==> config.mk <==
export PLATFORM = sky130hd
export DESIGN_NAME = circular_deque_core
export DESIGN_NICKNAME = d
export VERILOG_FILES = /design/src/hw/rtl/cdq_pkg.sv /design/src/hw/rtl/circular_deque_core.sv /design/src/hw/rtl/cdq_cell.sv
export VERILOG_INCLUDE_DIRS = /design/src /design/src/hw/rtl
export SDC_FILE = /design/constraint.sdc
export NUM_CORES = 1
export LEC_CHECK = 0
export ABC_AREA = 1
export BUFFER_PORTS_ARGS = -buffer_cell sky130_fd_sc_hd__buf_2
export CAP_MARGIN = 15
export CELL_PAD_IN_SITES_DETAIL_PLACEMENT = 1
export CELL_PAD_IN_SITES_GLOBAL_PLACEMENT = 1
export CORE_MARGIN = 1
export CORE_UTILIZATION = 45
export CTS_BUF_LIST = sky130_fd_sc_hd__clkbuf_4
export DETAILED_ROUTE_END_ITERATION = 10
export HOLD_SLACK_MARGIN = 0.02
export PLACE_DENSITY_LB_ADDON = 0.1
export REMOVE_ABC_BUFFERS = 1
export SLEW_MARGIN = 20
export SYNTH_ARGS = -nofsm -noshare
export SYNTH_HDL_FRONTEND = slang
export SYNTH_SLANG_ARGS = --single-unit
==> constraint.sdc <==
create_clock -name i_clk -period 5.7 [get_ports i_clk]
set_input_delay 1.14 -clock i_clk [delete_from_list [all_inputs] [get_ports i_clk]]
set_output_delay 1.14 -clock i_clk [all_outputs]
set_load 0.05 [all_outputs]
==> src/hw/rtl/circular_deque_core_defines.svh <==
// Assertion macros shared by the deque RTL
`ifndef CIRCULAR_DEQUE_CORE_DEFINES_SVH
`define CIRCULAR_DEQUE_CORE_DEFINES_SVH

// Same-cycle implication, ignored while reset is asserted
`define CDQ_ASSERT_IMP(label, clk, rst_n, ante, cons, msg) \
    label: assert property (@(posedge clk) disable iff (!(rst_n)) (ante) |-> (cons)) \
        else $error(msg);

// Next-cycle implication, ignored while reset is asserted
`define CDQ_ASSERT_NXT(label, clk, rst_n, ante, cons, msg) \
    label: assert property (@(posedge clk) disable iff (!(rst_n)) (ante) |=> (cons)) \
        else $error(msg);

`endif

==> src/hw/rtl/cdq_pkg.sv <==
// Types and constants for the circular deque
package cdq_pkg;

    // Element word
    typedef logic signed [31:0] t_word;

    // Command codes
    typedef logic [1:0] t_cmd;
    localparam t_cmd CMD_PUSH_FRONT = 2'd0;
    localparam t_cmd CMD_PUSH_REAR  = 2'd1;
    localparam t_cmd CMD_POP_FRONT  = 2'd2;
    localparam t_cmd CMD_POP_REAR   = 2'd3;

    // Status codes
    typedef logic [1:0] t_status;
    localparam t_status ST_OK    = 2'd0;
    localparam t_status ST_FULL  = 2'd1;
    localparam t_status ST_EMPTY = 2'd2;

    // Capacity register and entry count
    localparam int CNT_W = 5;
    typedef logic [CNT_W-1:0] t_cnt;
    localparam int   CAP_MAX   = 31;
    localparam t_cnt CAP_RESET = 5'd16;

    // Register map (index taken from paddr[2])
    localparam logic REG_CAPACITY = 1'b0;

    // Control broadcast to every cell
    typedef struct packed {
        logic  clear;
        logic  en;
        t_cmd  cmd;
        t_word push_value;
    } t_cell_ctl;

endpackage

==> src/hw/rtl/circular_deque_core.sv <==
// Circular deque top level: command port, APB register, cell chain
//
// Usage:
//   Command channel: drive i_command and i_value with start high; the
//   transaction is taken at a rising edge where start is high and busy low.
//   busy stays low, so one command may be issued every cycle.
//   Result channel: o_result_valid is high for exactly one cycle, in the cycle
//   after the command is taken, with o_status, o_entry_count and
//   o_removed_value. The receiver cannot hold results off; it must sample
//   them in that cycle.
//   Throughput is 1 command per cycle: the elements sit in a chain of cells,
//   one per slot, and every cell shifts or loads in the same cycle, so a push
//   or pop at either end is done in a single register update.
//   APB port: one register, capacity_in_use at byte address 0. Writing it
//   empties the deque. pready is tied high.
//   Reset (synchronous, active low) empties the deque and sets the
//   capacity to 16. Slot contents are undefined until written.
//   A capacity of 0 acts as 1; one above STORE_DEPTH acts as STORE_DEPTH.
`include "circular_deque_core_defines.svh"

module circular_deque_core #(
    parameter int STORE_DEPTH = 16
) (
    input  logic               i_clk,
    input  logic               i_rst_n,
    // command channel
    input  logic               start,
    output logic               busy,
    input  cdq_pkg::t_cmd      i_command,
    input  cdq_pkg::t_word     i_value,
    // result channel
    output logic               o_result_valid,
    output cdq_pkg::t_status   o_status,
    output cdq_pkg::t_cnt      o_entry_count,
    output cdq_pkg::t_word     o_removed_value,
    // APB configuration
    input  logic               psel,
    input  logic               penable,
    input  logic               pwrite,
    input  logic [2:0]         paddr,
    input  logic [31:0]        pwdata,
    output logic [31:0]        prdata,
    output logic               pready
);
    import cdq_pkg::*;

    // Slots beyond what the 5-bit capacity can reach are never built
    localparam int   NCELL    = (STORE_DEPTH < CAP_MAX) ? STORE_DEPTH : CAP_MAX;
    localparam t_cnt CELL_CNT = t_cnt'(NCELL);

    t_cnt      r_cap;
    t_cnt      r_count;
    t_cnt      n_count;
    t_cnt      w_act_cap;
    logic      r_result_valid;
    t_status   r_status;
    t_status   n_status;
    t_word     r_removed;
    t_word     n_removed;
    t_word     w_rear_data;
    logic      w_accept;
    logic      w_cfg_wr;
    logic      w_is_push;
    logic      w_full;
    logic      w_empty;
    t_cell_ctl w_ctl;

    t_word             w_data  [NCELL];
    logic [NCELL-1:0]  w_valid;
    logic [NCELL-1:0]  w_rear;

    // Handshakes
    assign busy     = 1'b0;
    assign pready   = 1'b1;
    assign w_accept = start & ~busy;
    assign w_cfg_wr = psel & penable & pwrite & pready & (paddr[2] == REG_CAPACITY);

    // Register read
    always_comb begin
        prdata = '0;
        if (paddr[2] == REG_CAPACITY) begin
            prdata = {{(32-CNT_W){1'b0}}, r_cap};
        end
    end

    // Capacity in effect, clamped to 1..NCELL
    always_comb begin
        if (r_cap == '0) begin
            w_act_cap = t_cnt'(1);
        end else if (r_cap > CELL_CNT) begin
            w_act_cap = CELL_CNT;
        end else begin
            w_act_cap = r_cap;
        end
    end

    // Command decode
    assign w_is_push = (i_command == CMD_PUSH_FRONT) || (i_command == CMD_PUSH_REAR);
    assign w_full    = w_is_push && (r_count >= w_act_cap);
    assign w_empty   = !w_is_push && (r_count == '0);

    // Broadcast control to the chain
    always_comb begin
        w_ctl.clear      = w_cfg_wr;
        w_ctl.en         = w_accept & ~w_full & ~w_empty;
        w_ctl.cmd        = i_command;
        w_ctl.push_value = i_value;
    end

    // Cell chain: cell 0 holds the front, the last valid cell the rear
    for (genvar k = 0; k < NCELL; k++) begin : g_cell
        t_word w_left_data;
        logic  w_left_valid;
        t_word w_right_data;
        logic  w_right_valid;

        if (k == 0) begin : g_first
            assign w_left_data  = i_value;
            assign w_left_valid = 1'b1;
        end else begin : g_mid
            assign w_left_data  = w_data[k-1];
            assign w_left_valid = w_valid[k-1];
        end

        if (k == NCELL-1) begin : g_last
            assign w_right_data  = '0;
            assign w_right_valid = 1'b0;
        end else begin : g_inner
            assign w_right_data  = w_data[k+1];
            assign w_right_valid = w_valid[k+1];
        end

        cdq_cell u_cell (
            .i_clk         (i_clk),
            .i_rst_n       (i_rst_n),
            .i_ctl         (w_ctl),
            .i_left_data   (w_left_data),
            .i_left_valid  (w_left_valid),
            .i_right_data  (w_right_data),
            .i_right_valid (w_right_valid),
            .o_data        (w_data[k]),
            .o_valid       (w_valid[k]),
            .o_rear        (w_rear[k])
        );
    end

    // Rear element: only one cell flags itself as the rear
    always_comb begin
        w_rear_data = '0;
        for (int k = 0; k < NCELL; k++) begin
            w_rear_data = w_rear_data | (w_rear[k] ? w_data[k] : t_word'(0));
        end
    end

    // Result and next count
    always_comb begin
        n_count   = r_count;
        n_status  = ST_OK;
        n_removed = '0;
        if (w_full) begin
            n_status = ST_FULL;
        end else if (w_empty) begin
            n_status = ST_EMPTY;
        end else begin
            case (i_command)
                CMD_PUSH_FRONT,
                CMD_PUSH_REAR: begin
                    n_count = r_count + t_cnt'(1);
                end
                CMD_POP_FRONT: begin
                    n_count   = r_count - t_cnt'(1);
                    n_removed = w_data[0];
                end
                CMD_POP_REAR: begin
                    n_count   = r_count - t_cnt'(1);
                    n_removed = w_rear_data;
                end
                default: begin
                    n_count = r_count;
                end
            endcase
        end
    end

    // Control registers
    always_ff @(posedge i_clk) begin
        if (!i_rst_n) begin
            r_cap          <= CAP_RESET;
            r_count        <= '0;
            r_result_valid <= 1'b0;
        end else begin
            r_result_valid <= w_accept;
            if (w_cfg_wr) begin
                r_cap   <= pwdata[CNT_W-1:0];
                r_count <= '0;
            end else if (w_accept) begin
                r_count <= n_count;
            end
        end
    end

    // Result payload
    always_ff @(posedge i_clk) begin
        if (w_accept) begin
            r_status  <= n_status;
            r_removed <= n_removed;
        end
    end

    assign o_result_valid  = r_result_valid;
    assign o_status        = r_status;
    assign o_entry_count   = r_count;
    assign o_removed_value = r_removed;

    // Checks
    `CDQ_ASSERT_IMP(a_count_matches_cells, i_clk, i_rst_n, 1'b1,
        r_count == t_cnt'($countones(w_valid)), "entry count disagrees with cell valid flags")
    `CDQ_ASSERT_IMP(a_cells_contiguous, i_clk, i_rst_n, 1'b1,
        (w_valid & (w_valid + 1'b1)) == '0, "valid cells do not form a run from the front")
    `CDQ_ASSERT_IMP(a_count_within_cap, i_clk, i_rst_n, 1'b1,
        r_count <= w_act_cap, "entry count exceeds capacity in effect")
    `CDQ_ASSERT_NXT(a_refused_push_holds, i_clk, i_rst_n, w_accept && w_full && !w_cfg_wr,
        o_result_valid && (o_status == ST_FULL) && (r_count == $past(r_count)),
        "refused push changed the deque or lost its result")

endmodule

==> src/hw/rtl/cdq_cell.sv <==
// One slot of the deque chain: holds an element and its valid flag
module cdq_cell (
    input  logic              i_clk,
    input  logic              i_rst_n,
    input  cdq_pkg::t_cell_ctl i_ctl,
    input  cdq_pkg::t_word    i_left_data,
    input  logic              i_left_valid,
    input  cdq_pkg::t_word    i_right_data,
    input  logic              i_right_valid,
    output cdq_pkg::t_word    o_data,
    output logic              o_valid,
    output logic              o_rear
);
    import cdq_pkg::*;

    t_word r_data;
    t_word n_data;
    logic  r_valid;
    logic  n_valid;

    // Next slot contents: clear, shift towards the rear, shift towards the front,
    // or take/drop at the rear boundary
    always_comb begin
        n_data  = r_data;
        n_valid = r_valid;
        if (i_ctl.clear) begin
            n_valid = 1'b0;
        end else if (i_ctl.en) begin
            case (i_ctl.cmd)
                CMD_PUSH_FRONT: begin
                    n_data  = i_left_data;
                    n_valid = i_left_valid;
                end
                CMD_PUSH_REAR: begin
                    if (!r_valid && i_left_valid) begin
                        n_data  = i_ctl.push_value;
                        n_valid = 1'b1;
                    end
                end
                CMD_POP_FRONT: begin
                    n_data  = i_right_data;
                    n_valid = i_right_valid;
                end
                CMD_POP_REAR: begin
                    if (r_valid && !i_right_valid) begin
                        n_valid = 1'b0;
                    end
                end
                default: begin
                    n_valid = r_valid;
                end
            endcase
        end
    end

    // Valid flag is control state
    always_ff @(posedge i_clk) begin
        if (!i_rst_n) begin
            r_valid <= 1'b0;
        end else begin
            r_valid <= n_valid;
        end
    end

    // Element payload, no reset
    always_ff @(posedge i_clk) begin
        r_data <= n_data;
    end

    assign o_data  = r_data;
    assign o_valid = r_valid;
    assign o_rear  = r_valid & ~i_right_valid;

endmodule
==> results of run 1 <==
per-layer routing:
metal | vias up | global-route usage
li1 | 10845 | -
met1 | 12669 | 0.448
met2 | 1276 | 0.510
met3 | 213 | 0.0585
met4 | 0 | 0.115
met5 | - | 0
per-stage QoR:
stage / utilization / total power [mW] / instance area [um^2] / setup WS (ns) / TNS, ns
after floorplan: - / 7.83 / 28200 / -9.47 / -4055.60
after global placement: 0.473 / 9.23 / 30500 / 1.20 / 0
after detailed placement: 0.473 / 9.34 / 30500 / 1.09 / 0
after CTS: 0.506 / 13.4 / 32600 / 1.77 / 0
after global routing: 0.506 / 13.9 / 32600 / 1.55 / 0
final: 0.506 / 13.3 / 32600 / 1.82 / 0
sequential cells by signal (all words and copies together) (netlist names):
signal,count
g_cell.u_cell.o_data,512
o_removed_value,32
g_cell.u_cell.o_valid,16
o_entry_count,5
r_cap,5
o_status,2
o_result_valid,1
cells by family (layout without fill, tap and decap cells):
family	Yosys count	count (layout)	synth area share
compound gates	841	841	0.206
xor+xnor	1	1	0.000298
fa+ha+maj	13	13	0.00579
buf+inv	767	958	0.111
flops	573	573	0.576
other cells	2	30	0.000255
simple gates	718	718	0.100
worst min-delay path: stages:
cell and delay, ns:
buf_2 0.08, nand2_1 0.04, o211ai_1 0.07
Yosys cell counts, drive strengths merged, types with 2 or more instances:
| cell | n |
|---|---|
| edfxtp | 546 |
| inv | 523 |
| nand2 | 455 |
| o221ai | 343 |
| o22ai | 208 |
| nor2 | 200 |
| buf | 188 |
| a21oi | 99 |
| o21ai | 83 |
| clkbuf | 55 |
| o211ai | 55 |
| a22oi | 53 |
| nand3 | 36 |
| dfxtp | 27 |
| nand4 | 25 |
| ha | 12 |
| conb | 2 |
report_power, final:
group,total (mW),switching [mW],internal [mW]
sequential,5.72,0.234,5.48
combinational,3.62,2.72,0.901
clock,4.00,1.86,2.14
total,13.3,4.81,8.52
worst max path at each step:
stage            startpoint  depth (start not counted)                      endpoint
2_1_floorplan  i_command[0]                          6  g_cell[10].u_cell.o_data[16]
3_3_place_gp   i_command[0]                          9    g_cell[8].u_cell.o_data[3]
5_1_grt            r_cap[0]                         13   g_cell[8].u_cell.o_data[15]
4_1_cts            r_cap[1]                         13    g_cell[0].u_cell.o_data[0]
3_5_place_dp   i_command[0]                          9    g_cell[0].u_cell.o_data[7]
6_report           r_cap[0]                         13   g_cell[8].u_cell.o_data[15]
layout make-up:
cell class	count	share of cell area
inverters	524	0.0603
well taps	855	0.0328
multi-input cells	1602	0.291
clock inverters	47	0.0104
clock buffers	234	0.0539
flip-flops and latches	573	0.519
repair buffers	153	0.0318
diodes	1	0.0000767
==> summary.txt, run 1 <==
Critical path
  – CP max FO: 24
  – Reg2reg setup slack: 1.82 ns
  – CP endpoint kind: register
  – R2R depth: 13
  – Worst r2r dst: g_cell[8].u_cell.o_data[15]
  – Crit path cell chain: inv_1, nand4_1, nand2_1, nand2_1, ha_1, nand2_1, nand2_1, a21oi_1, nand3_1, nand2_4, nand4_4, a21oi_4, buf_4
  – Worst path buffer plus inverter count: 2
  – Worst endpoint required time: 6.37 ns
  – Worst path top cell family by delay: simple AND/OR/NAND/NOR gates
  – Worst EP arrival: 4.55 ns
  – CP startpoint kind: register
  – CP most frequent cell: nand2_1
  – FF-to-FF Start: r_cap[0]
  – Crit-path slowest cell: a21oi_4
  – Setup CP Type: reg -> reg
  – CP peak stage delay: 0.85 ns

Cells and area
  – Storage cell area: 0.0169 mm^2
  – # fillers: 7240
  – Multi-input gate area: 0.00951 mm^2
  – Final Instance Count excl. Fillers: 3989
  – Nets@finish: 3103
  – Area Overhead vs Synth: 10.9%
  – Layout cell share with drive strength beyond 1: 0.152
  – Commonest non-fill, non-tap cell in the layout: edfxtp_1
  – Most frequent cells in the layout: edfxtp_1 (546), inv_1 (509), nand2_1 (418)

Floorplan
  – Core Region: 0.0645 mm^2
  – Die Area: 0.0664 mm^2
  – Ports: 149
  – Die Wd: 258 um
  – Starting Density: 0.456
  – Die Y: 258 um
  – Row Count: 93

Detailed routing
  – First drt pass iteration count: 7
  – Antenna-violating nets left: 0
  – Drc violations: 0
  – Drt total wl: 108000 um
  – Drt wl/cell: 27.0 um
  – Top Metal Used: met4
  – Initial DRC Count: 2625
  – Vias per cell: 6.27
  – Metal1 wirelength: 45300 um
  – Metal3 WL: 9330 um
  – Metal2 WL: 49900 um
  – Vias: 25003

Clocking
  – Cts bufs inserted: 161
  – TritonCTS clock tree: yes
  – H-tree depth: 4
  – CTS Sinks: 573
  – CTS root buf: clkbuf_4
  – Skew-Pair Late Insertion Delay: 1.02 ns
  – CTS max path bufs: 3
  – CTS resizes: 0
  – Reg clk slew, reported paths: 0.07 ns
  – # hold bufs at CTS: 0
  – Number of setup buffers added after CTS: 0

STA
  – Final setup vio count: 0
  – Final hold viol count: 0
  – Relative slew margins: 0.283
  – RSZ-0062 raised after global routing: false
  – Max Freq: 258 MHz
  – Clock skew: 0.0652 ns
  – Minimum clock period: 3.88 ns
  – Final Max Slew Viols: 0
  – Part of the cycle the worst path needs: 0.681
  – Hold_ws: 0.354 ns
  – Slew @ Worst Pin: 1.07 ns

Status
  – Run status: completed

Yosys
  – Async SR Flop Fraction: 0
  – Largest cells by area after synthesis: edfxtp_1 (56%), o221ai_1 (10%), inv_1 (6.5%)
  – Syn Area/Cell: 10.1 um^2
  – Synthesized instance count: 2915
  – Cell variety after synth: 35
  – Synth Cell Area: 0.0294 mm^2
  – Synth Warn #: 0
  – Number of enable flip-flop cells after synthesis: 546
  – Area share of the largest cell type after synthesis: 0.558
  – Sequential fraction of the synthesis area: 0.576
  – Main flop type after synthesis: edfxtp_1
  – Cell taking the most area after synthesis: edfxtp_1
  – Number of synthesized register bits: 573

Placed design
  – Routability cong.: 0.860
  – Port Buf Inserts: 90
  – HPWL Detailed: 59400 um
  – Cells after DPL: 3707

Global routing
  – Initial antenna violation count: 1
  – First-pass GRT wire length: 160000 um
  – Vias in the first global route: 25165
  – Largest net degree at the start of global routing: 196
  – GRT Util Overall: 0.324
  – GRT overflow: 0

Hold path
  – Hold path startpoint: pwdata[4]
  – Worst Hold Depth: 3
  – Worst min-delay path category: in -> reg
  – Hold endpoint: r_cap[4]

Flow run
  – Max cap viols: 0

Pwr
  – Worst vdd ir: 0.173 mV
  – Pwr/cell area: 409 mW/mm^2
  – P_leak: 13.2 nW
Power figures use the tool's default switching activity.
==> inputs of run 2 (changes only) <==
clock period = 3.4 ns   (was 5.7 ns; I/O delays follow)
==> run 2 against run 1 <==
Effect of this change: clock-buffer cell count up 4; global-route usage up 0.23 points; critical path depth unchanged; first-iteration DRC count up 7.0%; largest power group unchanged.
==> summary.txt, run 2 (synthesized netlist as in run 1, its figures left out) <==
Critical path
  – CP endpoint kind: register
  – CP max FO: 20
  – Worst EP arrival: 3.83 ns
  – Setup CP Type: reg -> reg
  – CP startpoint kind: register
  – Worst endpoint required time: 4.08 ns

Floorplan
  – Die Area: 0.0664 mm^2
  – Ports: 149
  – Core Region: 0.0645 mm^2
  – Die Wd: 258 um
  – Die Y: 258 um
  – Row Count: 93
  – Starting Density: 0.456

STA
  – Hold_ws: 0.358 ns
  – RSZ-0062 raised after global routing: false
  – Final hold viol count: 0
  – Clock skew: 0.0641 ns
  – Slew @ Worst Pin: 1.10 ns
  – Final Max Slew Viols: 0
  – Max Freq: 318 MHz
  – Minimum clock period: 3.14 ns
  – Part of the cycle the worst path needs: 0.925
  – Relative slew margins: 0.264
  – Final setup vio count: 0

Clocking
  – Skew-Pair Late Insertion Delay: 1.02 ns
  – Reg clk slew, reported paths: 0.06 ns
  – Cts bufs inserted: 162
  – CTS Sinks: 573
  – TritonCTS clock tree: yes
  – Number of setup buffers added after CTS: 0
  – CTS max path bufs: 3
  – CTS root buf: clkbuf_4
  – H-tree depth: 4

Detailed routing
  – Drt total wl: 109000 um
  – First drt pass iteration count: 7
  – Drc violations: 0
  – Initial DRC Count: 2809
  – Antenna-violating nets left: 0
  – Drt wl/cell: 26.8 um
  – Vias per cell: 6.28
  – Vias: 25459

Global routing
  – Largest net degree at the start of global routing: 193
  – GRT overflow: 0
  – GRT Util Overall: 0.326
  – First-pass GRT wire length: 162000 um
  – Vias in the first global route: 25781
  – Initial antenna violation count: 2

Cells and area
  – Largest register FFs: 512
  – Fin area: 0.0334 mm^2
  – Most frequent cells in the layout: edfxtp_1 (546), inv_1 (509), nand2_1 (418)
  – Commonest non-fill, non-tap cell in the layout: edfxtp_1
  – Final Core Density: 0.518
  – # fillers: 7288
  – Storage cell area: 0.0169 mm^2
  – Multi-input gate area: 0.00951 mm^2
  – Area Overhead vs Synth: 13.7%
  – Nets@finish: 3169
  – Layout cell share with drive strength beyond 1: 0.158

Placed design
  – Port Buf Inserts: 90
  – Post-placement cell area: 0.0308 mm^2
  – HPWL Detailed: 62300 um
  – Routability cong.: 0.833

Flow run
  – Max cap viols: 0

Pwr
  – Worst vdd ir: 0.425 mV
  – P_leak: 13.6 nW
  – Power, Total: 22.7 mW
  – Pwr/cell area: 680 mW/mm^2

Hold path
  – Worst min-delay path category: in -> reg

Status
  – Run status: completed
==> run 2: cell count changes in the layout (fill, tap and decap cells not counted), sizes merged <==
| cell | previous run | this run |
|---|---|---|
| inv | 527 | 524 |
| bufinv | 6 | 8 |
| buf | 153 | 179 |
| dlygate4sd3 | 0 | 39 |
| clkbuf | 234 | 238 |
| clkinvlp | 1 | 0 |
==> run 2: stage by stage <==
step                instances  worst slack [ns]  TNS (ns)
floorplan                2699            -11.31  -5168.94
global placement         3733             0.245         0
detailed placement       3733             0.168         0
CTS                      4055             0.151         0
global route             4056            0.0539         0
finish                   4056             0.255         0
==> run 2: final timing paths <==
check / from / end / slack (ns) / cells past startpoint
worst min register to register: r_cap[1] / r_cap[1] / 0.52 / 2
worst max-delay path: r_cap[0] / g_cell[15].u_cell.o_data[19] / 0.26 / 13
worst max register to register: r_cap[0] / g_cell[15].u_cell.o_data[19] / 0.26 / 13
worst min-delay path: start / g_cell[15].u_cell.o_data[6] / 0.36 / 3
==> run 2: final cells by class <==
| cell class | instances | area share |
|---|---|---|
| sequential | 573 | 0.507 |
| multi-input combinational | 1602 | 0.284 |
| inverter | 524 | 0.0589 |
| clock buffer | 238 | 0.0535 |
| timing repair buffer | 218 | 0.0527 |
| tap | 855 | 0.0320 |
| clock inverter | 45 | 0.0116 |
| antenna | 1 | 0.0000749 |
==> run 2: metal layers <==
layer	GRT usage	routed length [um]	vias up
met5	0	0	-
met4	0.129	3500	0
met3	0.0577	9090	233
met2	0.504	49600	1321
met1	0.455	46400	12921
li1	-	-	10984
==> run 2: worst max-delay path: stages (launching register included) <==
cell and delay (ns):
dfxtp_1 0.30, inv_1 0.11, nand4_1 0.12, nand2_1 0.13
nand2_1 0.07, ha_1 0.29, nand2_1 0.08, inv_1 0.05
a21oi_1 0.14, nand3_1 0.13, nand2_4 0.09, nand4_4 0.11
nor2_4 0.83, buf_4 0.33
==> run 2: report_power, final <==
| group | leakage [nW] | internal (mW) | switching, mW |
|---|---|---|---|
| logic | 6.92 | 1.62 | 4.58 |
| registers | 5.39 | 9.19 | 0.400 |
| clock network | 1.28 | 3.79 | 3.14 |
==> run 2: what timing repair did <==
action | in CTS | in global routing
gates resized for setup | 0 | 0
setup endpoints to repair | 0 | 0
hold endpoints to repair | 38 | 0
hold buffers | 39 | 0
